<file path="src/sv/mpem_pkg.sv">
// Shared types and constants of the multi-pattern exact matcher.
`timescale 1ns / 1ps
package mpem_pkg;
   localparam int MaxPatterns   = 32;
   localparam int MaxPatternLen = 32;
   localparam int PatIdxW  = $clog2(MaxPatterns);
   localparam int PatCntW  = $clog2(MaxPatterns + 1);
   localparam int PosW     = $clog2(MaxPatternLen);
   localparam int LenW     = $clog2(MaxPatternLen + 1);
   localparam int StoreDepth = MaxPatterns * MaxPatternLen;
   localparam int StoreAw  = $clog2(StoreDepth);

   localparam logic [1:0] ActAppend = 2'd0;
   localparam logic [1:0] ActClose  = 2'd1;
   localparam logic [1:0] ActText   = 2'd2;

   localparam logic [7:0] CharUpperA = 8'h41;
   localparam logic [7:0] CharUpperZ = 8'h5a;
   localparam logic [7:0] CaseDelta  = 8'h20;

   typedef enum logic [4:0] {
      ST_IDLE  = 5'b00001,
      ST_SCAN  = 5'b00010,
      ST_EMIT  = 5'b00100,
      ST_SUMM  = 5'b01000,
      ST_WAIT  = 5'b10000
   } ctl_state_type;

   typedef struct packed {
      logic       store_byte;
      logic       close_pat;
      logic       shift_text;
      logic       scan_step;
      logic       take_match;
      logic       load_summary;
      logic       end_text;
   } dp_cmd_type;

   typedef struct packed {
      logic       scan_done;
      logic       hit;
      logic       more_hits;
   } dp_status_type;

   function automatic logic [7:0] fold(input logic en, input logic [7:0] c);
      if (en && c >= CharUpperA && c <= CharUpperZ) return c + CaseDelta;
      return c;
   endfunction
endpackage

</file>
<file path="src/sv/mpem_ctrl.sv">
// Controller state machine: handshakes, scan sequencing and result emission.
`timescale 1ns / 1ps
module mpem_ctrl (
   input  logic                    clock,
   input  logic                    reset,
   input  logic                    req_tvalid,
   output logic                    req_tready,
   input  logic [1:0]              action,
   input  logic                    text_last,
   output logic                    rsp_tvalid,
   input  logic                    rsp_tready,
   output logic                    rsp_tlast,
   output mpem_pkg::dp_cmd_type    cmd,
   input  mpem_pkg::dp_status_type status
);
   mpem_pkg::ctl_state_type state_ff, state_in;
   logic last_ff, last_in;
   logic vld_ff, vld_in, tl_ff, tl_in;
   logic fire, out_free;

   assign out_free   = !vld_ff || rsp_tready;
   assign req_tready = state_ff == mpem_pkg::ST_IDLE;
   assign fire       = req_tvalid && req_tready;
   assign rsp_tvalid = vld_ff;
   assign rsp_tlast  = tl_ff;

   always_comb begin
      state_in = state_ff;
      last_in  = last_ff;
      vld_in   = vld_ff && !rsp_tready;
      tl_in    = tl_ff;
      cmd      = '0;
      case (state_ff)
         mpem_pkg::ST_IDLE: begin
            if (fire) begin
               case (action)
                  mpem_pkg::ActAppend: cmd.store_byte = 1'b1;
                  mpem_pkg::ActClose:  cmd.close_pat  = 1'b1;
                  mpem_pkg::ActText: begin
                     cmd.shift_text = 1'b1;
                     last_in  = text_last;
                     state_in = mpem_pkg::ST_SCAN;
                  end
                  default: ;
               endcase
            end
         end
         mpem_pkg::ST_SCAN: begin
            cmd.scan_step = 1'b1;
            if (status.scan_done) state_in = mpem_pkg::ST_EMIT;
         end
         mpem_pkg::ST_EMIT: begin
            if (!status.hit) begin
               state_in = last_ff ? mpem_pkg::ST_SUMM : mpem_pkg::ST_IDLE;
            end else if (out_free) begin
               cmd.take_match = 1'b1;
               vld_in = 1'b1;
               tl_in  = !status.more_hits && !last_ff;
            end
         end
         mpem_pkg::ST_SUMM: begin
            if (out_free) begin
               cmd.load_summary = 1'b1;
               vld_in   = 1'b1;
               tl_in    = 1'b1;
               state_in = mpem_pkg::ST_WAIT;
            end
         end
         mpem_pkg::ST_WAIT: begin
            cmd.end_text = 1'b1;
            state_in = mpem_pkg::ST_IDLE;
         end
         default: state_in = mpem_pkg::ST_IDLE;
      endcase
   end

   always_ff @(posedge clock) begin
      if (reset) begin
         state_ff <= mpem_pkg::ST_IDLE;
         last_ff  <= 1'b0;
         vld_ff   <= 1'b0;
         tl_ff    <= 1'b0;
      end else begin
         state_ff <= state_in;
         last_ff  <= last_in;
         vld_ff   <= vld_in;
         tl_ff    <= tl_in;
      end
   end
endmodule

</file>
<file path="config.mk">
export PLATFORM = sky130hd
export DESIGN_NAME = mpem_ctrl
export DESIGN_NICKNAME = d
export VERILOG_FILES = /design/src/sv/mpem_pkg.sv /design/src/sv/mpem_ctrl.sv
export SDC_FILE = /design/constraint.sdc
export NUM_CORES = 1
export LEC_CHECK = 0
export BUFFER_PORTS_ARGS = -buffer_cell sky130_fd_sc_hd__buf_2
export CAP_MARGIN = 0
export CORE_AREA = 2 2 39 41
export CTS_CLUSTER_SIZE = 14
export DETAILED_ROUTE_END_ITERATION = 8
export DIE_AREA = 0 0 41 43
export HOLD_SLACK_MARGIN = 0.08
export PLACE_DENSITY_LB_ADDON = 0.2
export SYNTH_ARGS = -nofsm -noshare
export SYNTH_HDL_FRONTEND = slang
export SYNTH_SLANG_ARGS = --single-unit
export TNS_END_PERCENT = 30
</file>
<file path="constraint.sdc">
create_clock -name clock -period 2.9 [get_ports clock]
set_input_delay 0.435 -clock clock [delete_from_list [all_inputs] [get_ports clock]]
set_output_delay 0.435 -clock clock [all_outputs]
set_load 0.05 [all_outputs]
</file>
Yosys cells after proc, flatten, opt, wreduce, memory -nomap -nowiden
Cells that the tools add are included.
{ "word_totals": {"inputBits": 10, "register_bits": 8} }
{ "classes": {"n_eq_ne": 14, "reduce_logical": 13, "mux": 25} }
{ "ops": {"columns": ["op", "count"], "rows": [
  ["$mux 5", 5],
  ["$pmux 5 s4", 1],
  ["$mux 1", 14],
  ["$ne 2x2->1 const B", 5],
  ["$mux 3", 2],
  ["$eq 5x1->1 const B", 1],
  ["$eq 5x2->1 const B", 1],
  ["$eq 5x3->1 const B", 1],
  ["$eq 5x4->1 const B", 1],
  ["$eq 5x5->1 const B", 1],
  ["$reduce_and 5->1", 1],
  ["$logic_not 1->1", 4],
  ["$mux 4", 1],
  ["$ne 2x1->1 const B", 2],
  ["$pmux 1 s2", 2],
  ["$reduce_and 4->1", 1],
  ["$logic_and 1x1->1", 3],
  ["$reduce_and 3->1", 1],
  ["$eq 2x1->1 const B", 1],
  ["$eq 2x2->1 const B", 1],
  ["$logic_not 2->1", 1],
  ["$reduce_bool 2->1", 1],
  ["$logic_or 1x1->1", 1]
]} }

Logic depth before layout (Yosys ltp)
{ "logic_depth": {"word_depth": 5, "mapped_depth": 4} }

Least setup slack after synthesis
Ideal clock, no wire load.
{ "synth_timing": {"path_type": "reg-to-output", "startpoint": "register state_ff[0]", "endpoint": "output port cmd[6] (netlist bit)", "n_path_buf": 0, "arrival_time_ns": 2.366, "slack_ns": 0.099, "path_stages_with_launch": 4, "path_cell_list": "dfxtp_1 > nor2b_1 > nand2_1 > nor4b_1"} }
{ "synth_rtl": {"columns": ["element", "line_no", "source"], "rows": [
  ["start: declaration", "mpem_ctrl.sv:16", "mpem_pkg::ctl_state_type state_ff, state_in;"],
  ["start signal: assignment", "mpem_ctrl.sv:79", "state_ff <= mpem_pkg::ST_IDLE;"],
  ["start signal: assignment", "mpem_ctrl.sv:84", "state_ff <= state_in;"],
  ["end: declaration", "mpem_ctrl.sv:13", "output mpem_pkg::dp_cmd_type cmd,"]
]} }

==> flow_summary.yaml <==
outcome:
  status: "completed"
timing:
  fmax_mhz: 473
  setup_tns_ps: 0
  finClkSkew_ps: 9.87
  finalHoldViolCount: 0
  rsz0062_at_grt: "false"
  setup_violations: 0
  worst_pin_slew_ps: 275
  slew_headroom: 0.815
  fin_crit_sh: 0.729
  timing.final.crit_period_ps: 2110
  slew_violations: 0
cells_and_area:
  post-route-util: 0.434
  layout-drive-gt1-share: 0.342
  antennaDiodeCount: 0
  area_delta_synth_final_pct: 27.7
  nets: 88
  instances_no_fill: 92
floorplanning:
  die_w_microns: 41
  dieArea_sq_mm: 0.00176
  ios: 20
  rows: 14
  coreArea_sq_mm: 0.00138
  initial_core_util: 0.340
  fp.dieH_microns: 43
cts:
  post_cts_buffers: 0
  clock_sinks: 8
  clk_pin_slew_ps: 60
  htree_levels: 1
  cts-root-buf: "clkbuf_4"
  cts_hold_buf: 0
  cts_tree: "yes"
  post_cts_resized: 0
  clk_latency_ps: 250
  cts_inserted_buffers: 3
  clk_path_buf_depth: 2
critical_path:
  cp-end-kind: "output port"
  slowest_stage: "or3_4"
  r2r_end: "rsp_tlast"
  reg2reg_slack_ps: 1480
  crit_type: "flip-flop to output port"
  critPathMaxFanout: 7
  cp-startpoint: "state_ff[4]"
  arrival_ps: 1680
  crit_path_cell_trace: "or3_4 > nor3b_4 > and2_1 > buf_2"
  reg2reg_depth: 4
  cpPeakStageDelay_ps: 410
  cp.buffers_inverters: 1
  crit_family: "simple AND/OR/NAND/NOR gates"
  cp-start-kind: "flip-flop"
  required_ps: 2470
  r2r-start: "state_ff[0]"
grt:
  grtUsageMet2: 0.188
  grt_pass1_wl_microns: 1560
  grt.overflow.total: 0
  met1_usage: 0.173
  grt_usage: 0.135
  grt.busiest_layer: "met2"
  antenna_found_initial: 0
  grt_max_degree: 8
  use_met3: 0.0942
  grt_pass1_vias: 373
yosys:
  async_flop_share: 0
  synth_top_area_share: 0.340
  synth_cell_types: 27
  syn_inst: 55
  ys_top_cells_by_count: "dfxtp_1, nor2_1"
  synthFlopType: "dfxtp_1"
  synth_area_per_cell_sq_um: 8.55
  synth_nets: 65
  yosysTopAreaCell: "dfxtp_1"
  synth_warnings: 0
  yosysMostFrequentCell: "dfxtp_1"
  netlist_area_sq_um: 470
  synthTopCellsByArea: "dfxtp_1, nor2_1, nor2b_1"
  ys_seq_elements: 8
  yosysSeqAreaShare: 0.340
  synth-edff-count: 0
routing:
  drc: 0
  avgRoutedWirePerCell_microns: 10.6
  postRouteAntennaNets: 0
  via_per_inst: 4.84
  vias: 445
  dr.pass1.iters: 4
  drt_iter0_drc: 1
  routed_wl_microns: 979
power:
  powerDensity_mw_per_mm2: 401
  leakage_nw: 0.274
  ir_worst_vdd_mv: 0.251
place:
  place_hpwl_microns: 779
  io_buffers: 19
  place_congestion: 0.760
  dp.cells: 89
worst_hold_path:
  hold_depth: 3
  min_to: "last_ff"
  hold_path.class: "input port to flip-flop"
  hp-start: "text_last"
job:
  cap_viol_max_count: 0
[stage by stage]
stage | hold WS [ps] | area [sq um] | power [mW] | setup WS (ps)
6_report | 427 | 601 | 0.241 | 785
3_5_place_dp | 524 | 578 | 0.159 | 1060
4_1_cts | 423 | 601 | 0.244 | 785
5_1_grt | 441 | 601 | 0.256 | 713
2_1_floorplan | 477 | 470 | 0.145 | 99.2
3_3_place_gp | 518 | 578 | 0.159 | 1080
[tightest hold or removal path: cells and delay by family]
family,cells,cell delay (ps)
mux,1,50
simple gates,1,70
buf+inv,1,70
[final cells by class]
cell class / count / area (sq um)
Clock buffer: 3 / 22.5
Timing Repair Buffer: 19 / 95.1
Fill cell: 141 / 783
Sequential cell: 8 / 160
Tap cell: 16 / 20.0
Multi-Input combinational cell: 43 / 292
Inverter: 3 / 11.3
[worst max path at each step]
stage / end / slack (ps) / depth (start not counted)
2_1_floorplan: cmd[6] / 100 / 3
3_3_place_gp: cmd[1] / 1080 / 4
3_5_place_dp: cmd[1] / 1060 / 4
4_1_cts: cmd[1] / 780 / 4
5_1_grt: cmd[1] / 710 / 4
6_report: cmd[1] / 790 / 4
[cell families (layout without fill, tap and decap cells)]
kind of cell,count (synthesis),after routing,share of synthesized area
AO/OA/AOI/OAI,9,9,0.114
XOR/XNOR,1,1,0.0186
buffers and inverters,4,25,0.0399
flip-flops,8,8,0.340
multiplexers,1,1,0.0213
AND/OR/NAND/NOR,32,32,0.465
[metal layers]
layer | up-vias | wire [microns]
li1 | 241 | -
met1 | 196 | 444
met2 | 8 | 474
met3 | 0 | 60
met4 | 0 | 0
met5 | - | 0
[sequential cells by signal (all words and copies together) (netlist names)]
name	cells
state_ff	5
last_ff	1
rsp_tlast	1
rsp_tvalid	1
[layout by cell type (no fill, tap or decap), types with 3 or more instances in the layout]
| cell type | instances |
|---|---|
| buf_2 | 19 |
| clkbuf_4 | 3 |
| dfxtp_1 | 8 |
| inv_1 | 3 |
| nand2_1 | 3 |
| nor2_1 | 7 |
| nor2b_1 | 3 |
| nor3_1 | 3 |
| o21ai_0 | 3 |
[power breakdown]
group          internal [mW]  switching (mW)
sequential             0.112         0.00346
clock                 0.0473          0.0365
combinational         0.0143          0.0270
total                  0.174          0.0670
Power figures use the tool's default switching activity.
